<file path="src/rtl/external_interrupt_controller_unit_defines.svh">
// Assertion macros shared by the RTL of the external interrupt controller.
// Each macro expects signals named clk and rst in the module that uses it.
`ifndef EXTERNAL_INTERRUPT_CONTROLLER_UNIT_DEFINES_SVH
`define EXTERNAL_INTERRUPT_CONTROLLER_UNIT_DEFINES_SVH

// The condition must never hold while out of reset.
`define EIC_ASSERT_NEVER(lbl, cond, msg) \
  lbl: assert property (@(posedge clk) disable iff (rst) !(cond)) else $error(msg);

// Whenever the antecedent holds, the consequent holds in the same cycle.
`define EIC_ASSERT_IMPLY(lbl, ante, cons, msg) \
  lbl: assert property (@(posedge clk) disable iff (rst) (ante) |-> (cons)) else $error(msg);

`endif

</file>
<file path="src/rtl/eic_pkg.sv">
package eic_pkg;

  localparam int LINE_COUNT  = 23;
  localparam int PIN_COUNT   = 16;
  localparam int INT_COUNT   = LINE_COUNT - PIN_COUNT;
  localparam int GROUP_COUNT = 7;
  localparam int LINE_W      = 5;
  localparam int CFG_W       = LINE_COUNT;
  localparam int CFG_IDX_W   = 3;
  localparam int SEL_W       = 16;
  localparam int CODE_W      = 4;
  localparam int CODES_PER_REG = SEL_W / CODE_W;
  localparam int SEL_REGS    = PIN_COUNT / CODES_PER_REG;

  localparam logic [LINE_COUNT-1:0] INVALID_LINES = 23'h18_0000;
  localparam logic [LINE_COUNT-1:0] VALID_LINES   = ~INVALID_LINES;

  // Ranges of the two shared groups; the top line is the fallback.
  localparam int GRP5_LO = 5;
  localparam int GRP5_HI = 9;
  localparam int GRP6_LO = 10;
  localparam int GRP6_HI = 15;

  typedef enum logic [1:0] {
    MODE_TICK  = 2'd0,
    MODE_SOFT  = 2'd1,
    MODE_CLEAR = 2'd2,
    MODE_ACK   = 2'd3
  } mode_t;

  typedef enum logic [CFG_IDX_W-1:0] {
    CFG_ENABLE   = 3'd0,
    CFG_RISING   = 3'd1,
    CFG_FALLING  = 3'd2,
    CFG_SEL_0_3  = 3'd3,
    CFG_SEL_4_7  = 3'd4,
    CFG_SEL_8_11 = 3'd5,
    CFG_SEL_12_15 = 3'd6
  } cfg_index_t;

  typedef enum logic [1:0] {
    PORT_A = 2'd0,
    PORT_B = 2'd1,
    PORT_C = 2'd2
  } port_code_t;

  localparam logic [2:0] GROUP_FIRST_SHARED = 3'd5;
  localparam logic [2:0] GROUP_LINES_5_9    = 3'd5;
  localparam logic [2:0] GROUP_LINES_10_15  = 3'd6;
  localparam logic [2:0] GROUP_NONE         = 3'd7;

  // Lowest pending line in [lo, hi), or hi when none of them is pending.
  function automatic logic [LINE_W-1:0] lowest_pending(
    input logic [LINE_COUNT-1:0] pend,
    input int lo,
    input int hi
  );
    logic [LINE_W-1:0] pick;
    pick = LINE_W'(hi);
    for (int i = hi - 1; i >= lo; i--) begin
      if (pend[i]) begin
        pick = LINE_W'(i);
      end
    end
    return pick;
  endfunction

endpackage

</file>
<file path="src/rtl/external_interrupt_controller_unit.sv">
// External interrupt edge controller for 23 lines. Lines 0 to 15 follow pin i
// of port A, B or C as chosen by a 4-bit code per line (codes 3 to 15 read
// low); lines 16 to 22 follow the internal event lines. Lines 19 and 20 do not
// exist: they never become pending and cannot be enabled. Each item carries a
// command: a tick samples the pins and sets pending on the selected rising or
// falling edges, a software trigger sets pending, a clear drops pending for
// the lines in the mask, and an acknowledge clears one line of a group (for
// the shared groups the lowest pending line, or the top line of the group if
// none is pending). Every item yields exactly one result: the pending word
// after the command, the per-group requests, the requests of lines 16 to 22
// and the acknowledged line. The block takes one item in every clock cycle
// while its input is not stalled. An item passes the input register, then
// the result register, and all state is updated as the result register loads.
// A stalled result holds the result register, which then stalls the input
// side only once the input register is full too. Configuration registers
// reset to zero and are written through a plain write port; the user must
// write them only while the block is idle, which the block does not check.
`include "external_interrupt_controller_unit_defines.svh"

module external_interrupt_controller_unit
  import eic_pkg::*;
(
  input  logic                    clk,
  input  logic                    rst,
  // Configuration write port.
  input  logic                    cfg_write,
  input  logic [CFG_IDX_W-1:0]    cfg_index,
  input  logic [CFG_W-1:0]        cfg_data,
  // Input channel.
  input  logic                    in_valid,
  output logic                    in_stall,
  input  logic [1:0]              mode,
  input  logic [LINE_COUNT-1:0]   line_mask,
  input  logic [2:0]              group_index,
  input  logic [PIN_COUNT-1:0]    port_a_pins,
  input  logic [PIN_COUNT-1:0]    port_b_pins,
  input  logic [PIN_COUNT-1:0]    port_c_pins,
  input  logic [INT_COUNT-1:0]    internal_lines,
  // Result channel.
  output logic                    out_valid,
  input  logic                    out_stall,
  output logic [LINE_COUNT-1:0]   pending_bits,
  output logic [GROUP_COUNT-1:0]  group_requests,
  output logic [INT_COUNT-1:0]    high_line_requests,
  output logic [LINE_W-1:0]       acknowledged_line
);

  // Configuration registers.
  logic [LINE_COUNT-1:0] line_enable;
  logic [LINE_COUNT-1:0] rising_sel;
  logic [LINE_COUNT-1:0] falling_sel;
  logic [SEL_W-1:0]      port_select [SEL_REGS];

  // Controller state.
  logic [LINE_COUNT-1:0] previous_levels;
  logic [LINE_COUNT-1:0] pending;
  logic [LINE_COUNT-1:0] software_requests;

  // Input register.
  logic                   s1_valid;
  mode_t                  s1_mode;
  logic [LINE_COUNT-1:0]  s1_line_mask;
  logic [2:0]             s1_group;
  logic [PIN_COUNT-1:0]   s1_pa;
  logic [PIN_COUNT-1:0]   s1_pb;
  logic [PIN_COUNT-1:0]   s1_pc;
  logic [INT_COUNT-1:0]   s1_int;

  logic out_free;
  logic in_accept;

  // The result register can load when it is empty or being emptied now.
  assign out_free  = !out_valid || !out_stall;
  assign in_stall  = s1_valid && !out_free;
  assign in_accept = in_valid && !in_stall;

  // Configuration writes; an index past the last register is ignored.
  always_ff @(posedge clk) begin
    if (rst) begin
      line_enable <= '0;
      rising_sel  <= '0;
      falling_sel <= '0;
      for (int r = 0; r < SEL_REGS; r++) begin
        port_select[r] <= '0;
      end
    end else if (cfg_write) begin
      case (cfg_index)
        CFG_ENABLE:    line_enable    <= cfg_data & VALID_LINES;
        CFG_RISING:    rising_sel     <= cfg_data;
        CFG_FALLING:   falling_sel    <= cfg_data;
        CFG_SEL_0_3:   port_select[0] <= cfg_data[SEL_W-1:0];
        CFG_SEL_4_7:   port_select[1] <= cfg_data[SEL_W-1:0];
        CFG_SEL_8_11:  port_select[2] <= cfg_data[SEL_W-1:0];
        CFG_SEL_12_15: port_select[3] <= cfg_data[SEL_W-1:0];
        default: ;
      endcase
    end
  end

  // Input register: loads whenever the item moves on or the stage is empty.
  always_ff @(posedge clk) begin
    if (rst) begin
      s1_valid <= 1'b0;
    end else if (!in_stall) begin
      s1_valid <= in_valid;
    end
  end

  always_ff @(posedge clk) begin
    if (in_accept) begin
      s1_mode      <= mode_t'(mode);
      s1_line_mask <= line_mask;
      s1_group     <= group_index;
      s1_pa        <= port_a_pins;
      s1_pb        <= port_b_pins;
      s1_pc        <= port_c_pins;
      s1_int       <= internal_lines;
    end
  end

  // Line levels as seen by a tick.
  logic [LINE_COUNT-1:0] levels;

  always_comb begin
    logic [CODE_W-1:0] code;
    levels = '0;
    for (int i = 0; i < PIN_COUNT; i++) begin
      code = port_select[i / CODES_PER_REG][(i % CODES_PER_REG) * CODE_W +: CODE_W];
      case (code)
        CODE_W'(PORT_A): levels[i] = s1_pa[i];
        CODE_W'(PORT_B): levels[i] = s1_pb[i];
        CODE_W'(PORT_C): levels[i] = s1_pc[i];
        default:         levels[i] = 1'b0;
      endcase
    end
    levels[LINE_COUNT-1:PIN_COUNT] = s1_int;
  end

  // Next state for the item in the input register.
  logic [LINE_COUNT-1:0] previous_levels_next;
  logic [LINE_COUNT-1:0] pending_next;
  logic [LINE_COUNT-1:0] software_requests_next;
  logic [LINE_W-1:0]     ack_line;
  logic [LINE_COUNT-1:0] requests;

  always_comb begin
    logic [LINE_COUNT-1:0] edges;
    logic [LINE_COUNT-1:0] ack_mask;
    previous_levels_next   = previous_levels;
    pending_next           = pending;
    software_requests_next = software_requests;
    ack_line               = '0;
    edges = (levels & ~previous_levels & rising_sel)
          | (~levels & previous_levels & falling_sel);
    ack_mask = '0;
    case (s1_mode)
      MODE_TICK: begin
        pending_next         = pending | (edges & VALID_LINES);
        previous_levels_next = levels;
      end
      MODE_SOFT: begin
        pending_next           = pending | (s1_line_mask & VALID_LINES);
        software_requests_next = software_requests | (s1_line_mask & VALID_LINES);
      end
      MODE_CLEAR: begin
        pending_next           = pending & ~s1_line_mask;
        software_requests_next = software_requests & ~s1_line_mask;
      end
      MODE_ACK: begin
        if (s1_group != GROUP_NONE) begin
          if (s1_group < GROUP_FIRST_SHARED) begin
            ack_line = LINE_W'(s1_group);
          end else if (s1_group == GROUP_LINES_5_9) begin
            ack_line = lowest_pending(pending, GRP5_LO, GRP5_HI);
          end else begin
            ack_line = lowest_pending(pending, GRP6_LO, GRP6_HI);
          end
          ack_mask = LINE_COUNT'(1) << ack_line;
        end
        pending_next           = pending & ~ack_mask;
        software_requests_next = software_requests & ~ack_mask;
      end
      default: ;
    endcase
    pending_next           = pending_next & VALID_LINES;
    software_requests_next = software_requests_next & VALID_LINES;
    requests               = pending_next & line_enable;
  end

  // State and result register advance together when the item moves on.
  always_ff @(posedge clk) begin
    if (rst) begin
      out_valid         <= 1'b0;
      previous_levels   <= '0;
      pending           <= '0;
      software_requests <= '0;
    end else if (out_free) begin
      out_valid <= s1_valid;
      if (s1_valid) begin
        previous_levels   <= previous_levels_next;
        pending           <= pending_next;
        software_requests <= software_requests_next;
      end
    end
  end

  always_ff @(posedge clk) begin
    if (out_free && s1_valid) begin
      pending_bits       <= pending_next;
      group_requests     <= {|requests[GRP6_HI:GRP6_LO], |requests[GRP5_HI:GRP5_LO],
                             requests[GRP5_LO-1:0]};
      high_line_requests <= requests[LINE_COUNT-1:PIN_COUNT];
      acknowledged_line  <= ack_line;
    end
  end

  `EIC_ASSERT_NEVER(a_no_invalid_pending, pending[19] || pending[20] || software_requests[19] || software_requests[20], "invalid line pending")
  `EIC_ASSERT_IMPLY(a_stall_needs_item, in_stall, s1_valid, "input stalled with empty stage")
  `EIC_ASSERT_IMPLY(a_ack_clears_line, out_valid && (acknowledged_line != '0), !pending_bits[acknowledged_line[3:0]] && (acknowledged_line <= LINE_W'(GRP6_HI)), "acknowledged line still pending")
  `EIC_ASSERT_IMPLY(a_requests_match, out_valid, (high_line_requests & ~pending_bits[LINE_COUNT-1:PIN_COUNT]) == '0, "request without pending")

endmodule

</file>
<file path="config.mk">
export PLATFORM = sky130hd
export DESIGN_NAME = external_interrupt_controller_unit
export DESIGN_NICKNAME = d
export VERILOG_FILES = /design/src/rtl/eic_pkg.sv /design/src/rtl/external_interrupt_controller_unit.sv
export VERILOG_INCLUDE_DIRS = /design/src /design/src/rtl
export SDC_FILE = /design/constraint.sdc
export NUM_CORES = 1
export LEC_CHECK = 0
export BUFFER_PORTS_ARGS = -buffer_cell sky130_fd_sc_hd__buf_4
export CAP_MARGIN = 20
export CORE_ASPECT_RATIO = 0.6
export CORE_UTILIZATION = 28
export DETAILED_ROUTE_END_ITERATION = 12
export HOLD_SLACK_MARGIN = 0.15
export PLACE_DENSITY = 0.42
export SYNTH_ARGS = -nofsm -noshare
export SYNTH_HDL_FRONTEND = slang
export SYNTH_SLANG_ARGS = --single-unit
</file>
<file path="constraint.sdc">
create_clock -name clk -period 10.3 [get_ports clk]
set_input_delay 2.06 -clock clk [delete_from_list [all_inputs] [get_ports clk]]
set_output_delay 2.06 -clock clk [all_outputs]
set_load 0.02 [all_outputs]
</file>
==> results of run 1 <==
## power by group
part,leakage [nW],internal [mW],switching [mW]
logic,1.91,0.0701,0.115
registers,2.61,1.28,0.0265
clock network,0.498,0.666,0.468
total,5.01,2.01,0.610
## worst max-delay path by stage
stage | start | end | slack (ns) | cells past startpoint
2_1_floorplan | out_stall | s1_group[0] | 3.94 | 2
3_3_place_gp | out_stall | in_stall | 5.67 | 3
3_5_place_dp | out_stall | in_stall | 5.67 | 3
4_1_cts | out_stall | in_stall | 5.67 | 3
5_1_grt | out_stall | in_stall | 5.66 | 3
6_report | out_stall | in_stall | 5.67 | 3
## worst min-delay path: cells and delay by family (launching register included)
kind | cells | cell delay (ns)
and+or+nand+nor | 1 | 0.05
AOI/OAI and AO/OA | 1 | 0.05
DFF | 1 | 0.31
## metal layers
layer	global-route usage, %	share of wire [%]	up-vias
li1	-	-	3920
met5	0	0	-
met2	23.8	42	187
met4	3.06	1.8	0
met3	3.12	4.9	44
met1	23.6	51	3949
## area by class of cell
| type | instances | area share [%] |
|---|---|---|
| Timing Repair Buffer | 164 | 8.86 |
| Sequential cell | 287 | 53.0 |
| Clock buffer | 45 | 6.18 |
| Clock inverter | 12 | 1.01 |
| Multi-Input combinational cell | 667 | 26.1 |
| Tap cell | 522 | 4.59 |
| Inverter | 10 | 0.264 |
## cell families (layout without fill, tap and decap cells)
kind of cell | Yosys count | after routing | share of synthesized area [%]
AOI/OAI and AO/OA | 219 | 219 | 11.7
buffers and inverters | 59 | 231 | 2.21
DFF | 287 | 287 | 65.9
muxes | 22 | 22 | 1.97
other | 1 | 5 | 0.0327
and+or+nand+nor | 421 | 421 | 18.2
## cells in the final DEF (no fill, tap or decap), types with 19 or more instances in the layout
cell       count
buf_4        161
nor2_1        29
clkbuf_16     32
a21oi_1      134
dfxtp_1      107
edfxtp_1     180
and2_1        76
nand3b_1      23
nand2_1      211
o21ai_0       19
## state kept, by name (all words and copies together) (netlist names), 2 cells and up
register,count
previous_levels,21
high_line_requests,5
group_requests,7
s1_int,5
port_select,64
s1_group,3
rising_sel,21
s1_pc,16
s1_pa,16
s1_mode,2
s1_pb,16
s1_line_mask,21
line_enable,21
acknowledged_line,4
pending,21
pending_bits,21
falling_sel,21
## per-stage QoR
step	instance area, um^2	power [mW]	instances
after floorplan	11500	1.41	1013
after global placement	13200	1.51	1647
after detailed placement	13200	1.51	1647
after CTS	14200	2.66	1704
after global routing	14200	2.72	1707
final	14200	2.62	1707
==> results.yml, run 1 <==
drt:
  wire_per_inst_um: 19.5
  route.detailed.drc: 0
  drt_iter0_markers: 551
  ant_nets: 0
  via_per_inst: 4.75
  firstDrtPassIters: 7
  routed_wl_um: 33200
  vias: 8100
yosys:
  syn-cell-area_um2: 11500
  syn_avg_cell_area_um2: 11.4
  synthArstFlopShare_pct: 0
  syn_inst: 1009
  yosysWarningCount: 0
  yosysUniqueCellTypes: 57
  seq_area_frac_synth_pct: 65.9
  synth.most_common_cell: "nand2_1"
  ys.flop_type: "edfxtp_1"
  yosys.area.top_type_share_pct: 47.2
  ys_top_cells_by_count: "211 x nand2_1, 180 x edfxtp_1, 134 x a21oi_1"
  synthTopCellsByArea: "edfxtp_1 47%, dfxtp_1 19%, nand2_1 6.9%"
  synth-edff-count: 180
  yosysTopAreaCell: "edfxtp_1"
  ys_ff_latch: 287
finish:
  drive_above_1_share_pct: 19.7
  fin_util_pct: 35.9
  ff_latch_area_um2: 7550
  multi_input_area_um2: 3720
  num-nets-final: 1275
  diodes: 0
  syn_to_final_growth_pct: 24.3
  nFillCells: 4005
min_path:
  min_path_cells: 2
  hold_path.class: "register to register"
  hp-start: "pending[3]"
  hold_end: "pending[3]"
floorplanning:
  start_util_pct: 28.9
  die_w_um: 263
  coreArea_um2: 39700
  rows: 56
  die_area_um2: 41800
  die-height_um: 159
  num_io_pins: 158
job:
  max_cap_viol_count: 0
clocking:
  clock_sinks: 287
  cts_buffer_depth: 3
  worstSkewPairLatency_ns: 0.57
  clkTransAtPathRegs_ns: 0.06
  htreeDepth: 1
  numCtsBuffers: 31
  tritoncts: "yes"
  ctsHoldBuffers: 0
  post_cts_buffers: 0
  root_buffer: "clkbuf_16"
  cts_resized: 0
global_routing:
  antenna_found_initial: 3
  grt_pass1_wl_um: 49700
  grt.total_usage_pct: 15.9
  overflow: 0
  grt_max_degree: 87
  grt_pass1_vias: 7956
setup_path:
  start_kind: "input port"
  worstPathMaxFanout: 3
  crit_path_end_kind: "output pin"
  crit_required_ns: 8.24
  reg2regPathDepth: 7
  crit_type: "input port to output pin"
  cp_common_cell: "buf_4"
  cp_cell_sequence: "buf_4, and3_1, buf_4"
  rr_startpoint: "s1_group[2]"
  path_buf_inv: 2
  r2r_end: "group_requests[5]"
  slowest_delay_ns: 0.22
  regToRegSetupSlack_ns: 7.52
  crit_family: "buffers and inverters"
  crit_arrival_ns: 2.57
  cp_slowest_cell: "and3_1"
power_and_ir_drop:
  ir_drop_uv: 120
  cellPowerDensity_nw_per_um2: 184
  p_leak_nw: 5.01
timing:
  worst_clock_skew_ns: 0.0104
  rsz0062_at_grt: "no"
  layout_worst_path_cycle_share_pct: 44.9
  hold_ws_ns: 0.454
  worst_pin_slew_ns: 1.13
  hold_viol: 0
  tns_ns: 0
  drv_slew: 0
  setup_violations: 0
  max_freq_ghz: 0.216
  worst_slack_ns: 5.67
  slew_headroom_pct: 24.3
  period_needed_ns: 4.63
placed_design:
  hpwlAfterDp_um: 22000
  numPortBuffers: 146
  gp_congestion: 0.782
  pre_cts_slack_ns: 5.67
run_status:
  status: "completed"
No activity file was read; power rests on OpenSTA's default activity.
==> run 2, diff against run 1 <==
--- a/config.mk
+++ b/config.mk
@@ -12,7 +12,7 @@
 export CORE_UTILIZATION = 28
 export DETAILED_ROUTE_END_ITERATION = 12
 export HOLD_SLACK_MARGIN = 0.15
-export PLACE_DENSITY = 0.42
+export PLACE_DENSITY = 0.43
 export SYNTH_ARGS = -nofsm -noshare
 export SYNTH_HDL_FRONTEND = slang
 export SYNTH_SLANG_ARGS = --single-unit
==> constraint.sdc (replaced) <==
create_clock -name clk -period 4.12 [get_ports clk]
set_input_delay 0.824 -clock clk [delete_from_list [all_inputs] [get_ports clk]]
set_output_delay 0.824 -clock clk [all_outputs]
set_load 0.02 [all_outputs]
==> run 2 against run 1 <==
Effect of this change: clock power increased to 2.5 times the previous value; critical endpoint is now group_requests[5]; routed wire length decreased by 0.14%; largest cell class unchanged; final area about the same; clock skew grew 0.0085 ns; hold slack worse by 0.030 ns; largest power group unchanged; total power rose to 2.5 times the previous value; core utilization barely moved; final cell count up 0.23%; highest routed layer is now met5; flip-flop and latch count did not move; register-to-register slack got worse by 6.2 ns; die area stayed put.
==> results.yml, run 2 (synthesis results as in run 1) <==
finish:
  drive_above_1_share_pct: 19.9
  fin_area_um2: 14200
  fin_util_pct: 35.9
  final_cell_mix: "211 x nand2_1, 180 x edfxtp_1, 166 x buf_4, 134 x a21oi_1, 107 x dfxtp_1"
  syn_to_final_growth_pct: 24.3
  final_common_cell: "nand2_1"
  regMostFlops: "port_select"
  num-nets-final: 1277
  largest_reg_flops: 64
floorplanning:
  coreArea_um2: 39700
  die-height_um: 159
  start_util_pct: 28.9
  num_io_pins: 158
  rows: 56
  die_area_um2: 41800
  die_w_um: 263
global_routing:
  grt.total_usage_pct: 15.8
  antenna_found_initial: 4
  grt_pass1_vias: 7688
  overflow: 0
  grt_pass1_wl_um: 49300
  grt_max_degree: 57
drt:
  route.detailed.drc: 0
  dr.max_layer_used: "met5"
  drt_iter0_markers: 840
  ant_nets: 0
  routed-wl-met2_um: 14000
  firstDrtPassIters: 8
  dr_wl_met3_um: 1750
  via_per_inst: 4.71
  met1_length_um: 16900
  routed_wl_um: 33200
  vias: 8052
  wire_per_inst_um: 19.4
clocking:
  cts_buffer_depth: 3
  clock_sinks: 287
  post_cts_buffers: 0
  htreeDepth: 1
  cts_resized: 0
  tritoncts: "yes"
  numCtsBuffers: 30
  clkTransAtPathRegs_ns: 0.06
  root_buffer: "clkbuf_16"
  ctsHoldBuffers: 0
  worstSkewPairLatency_ns: 0.57
setup_path:
  cp_slowest_cell: "a32oi_2"
  crit_arrival_ns: 3.19
  start_kind: "register"
  cp_cell_sequence: "and2b_1, o21ai_1, a32oi_2, nor2_1, a222oi_1, a222oi_1, nand2_1"
  r2r_end: "group_requests[5]"
  reg2regPathDepth: 7
  worstPathMaxFanout: 13
  regToRegSetupSlack_ns: 1.36
  rr_startpoint: "s1_group[2]"
  crit_type: "register to register"
  slowest_delay_ns: 0.67
  path_buf_inv: 0
  crit_path_end_kind: "register"
  crit_family: "compound AO/OA/AOI/OAI gates"
  crit_required_ns: 4.55
  cp_common_cell: "a222oi_1"
timing:
  layout_worst_path_cycle_share_pct: 67.0
  max_freq_ghz: 0.362
  hold_viol: 0
  drv_slew: 0
  hold_ws_ns: 0.424
  setup_violations: 0
  slew_headroom_pct: 27.7
  rsz0062_at_grt: "no"
  period_needed_ns: 2.76
  worst_pin_slew_ns: 1.08
  worst_clock_skew_ns: 0.0189
  worst_slack_ns: 1.36
  tns_ns: 0
placed_design:
  numPortBuffers: 146
  placed_area_um2: 13200
  gp_congestion: 0.771
  pre_cts_slack_ns: 1.34
  hpwlAfterDp_um: 22500
min_path:
  hp-start: "port_c_pins[12]"
  hold_end: "s1_pc[12]"
  min_path_cells: 1
  hold_path.class: "input port to register"
power_and_ir_drop:
  p_leak_nw: 5.03
  ir_drop_uv: 292
  cellPowerDensity_nw_per_um2: 461
run_status:
  status: "completed"
job:
  max_cap_viol_count: 0
-- run 2: worst max path at each step --
stage | start | end | slack (ns) | depth (start not counted)
floorplan | out_stall | s1_group[0] | 0.51 | 2
global placement | rst | port_select[3][9] | 1.35 | 4
detailed placement | rst | port_select[3][2] | 1.34 | 4
CTS | s1_mode[0] | group_requests[5] | 1.36 | 7
global route | port_select[3][0] | group_requests[6] | 1.21 | 7
finish | s1_group[2] | group_requests[5] | 1.36 | 7
-- run 2: final cells by class --
type | instances | area [um^2]
Sequential cell | 287 | 7550
Clock inverter | 14 | 143
Antenna cell | 2 | 5.00
Fill cell | 3981 | 25400
Inverter | 10 | 37.5
Tap cell | 522 | 653
Timing Repair Buffer | 167 | 1260
Multi-Input combinational cell | 667 | 3700
Clock buffer | 42 | 891
-- run 2: per-stage QoR --
stage               instances  power, mW
floorplan                1013       3.53
global placement         1652       3.78
CTS                      1708       6.67
global route             1709       6.82
detailed placement       1652       3.78
finish                   1711       6.56
-- run 2: layer usage --
layer  GRT usage (%)  vias to the layer above
li1                -                     3920
met1            23.7                     3886
met2            23.3                      206
met3            2.97                       38
met4            3.17                        2
met5               0                        -
-- run 2: power by group --
part           leakage (nW)  internal (mW)  switching (mW)
combinational          1.91          0.173           0.284
clock                 0.515           1.69            1.15
sequential             2.61           3.19          0.0668
total                  5.03           5.06            1.50
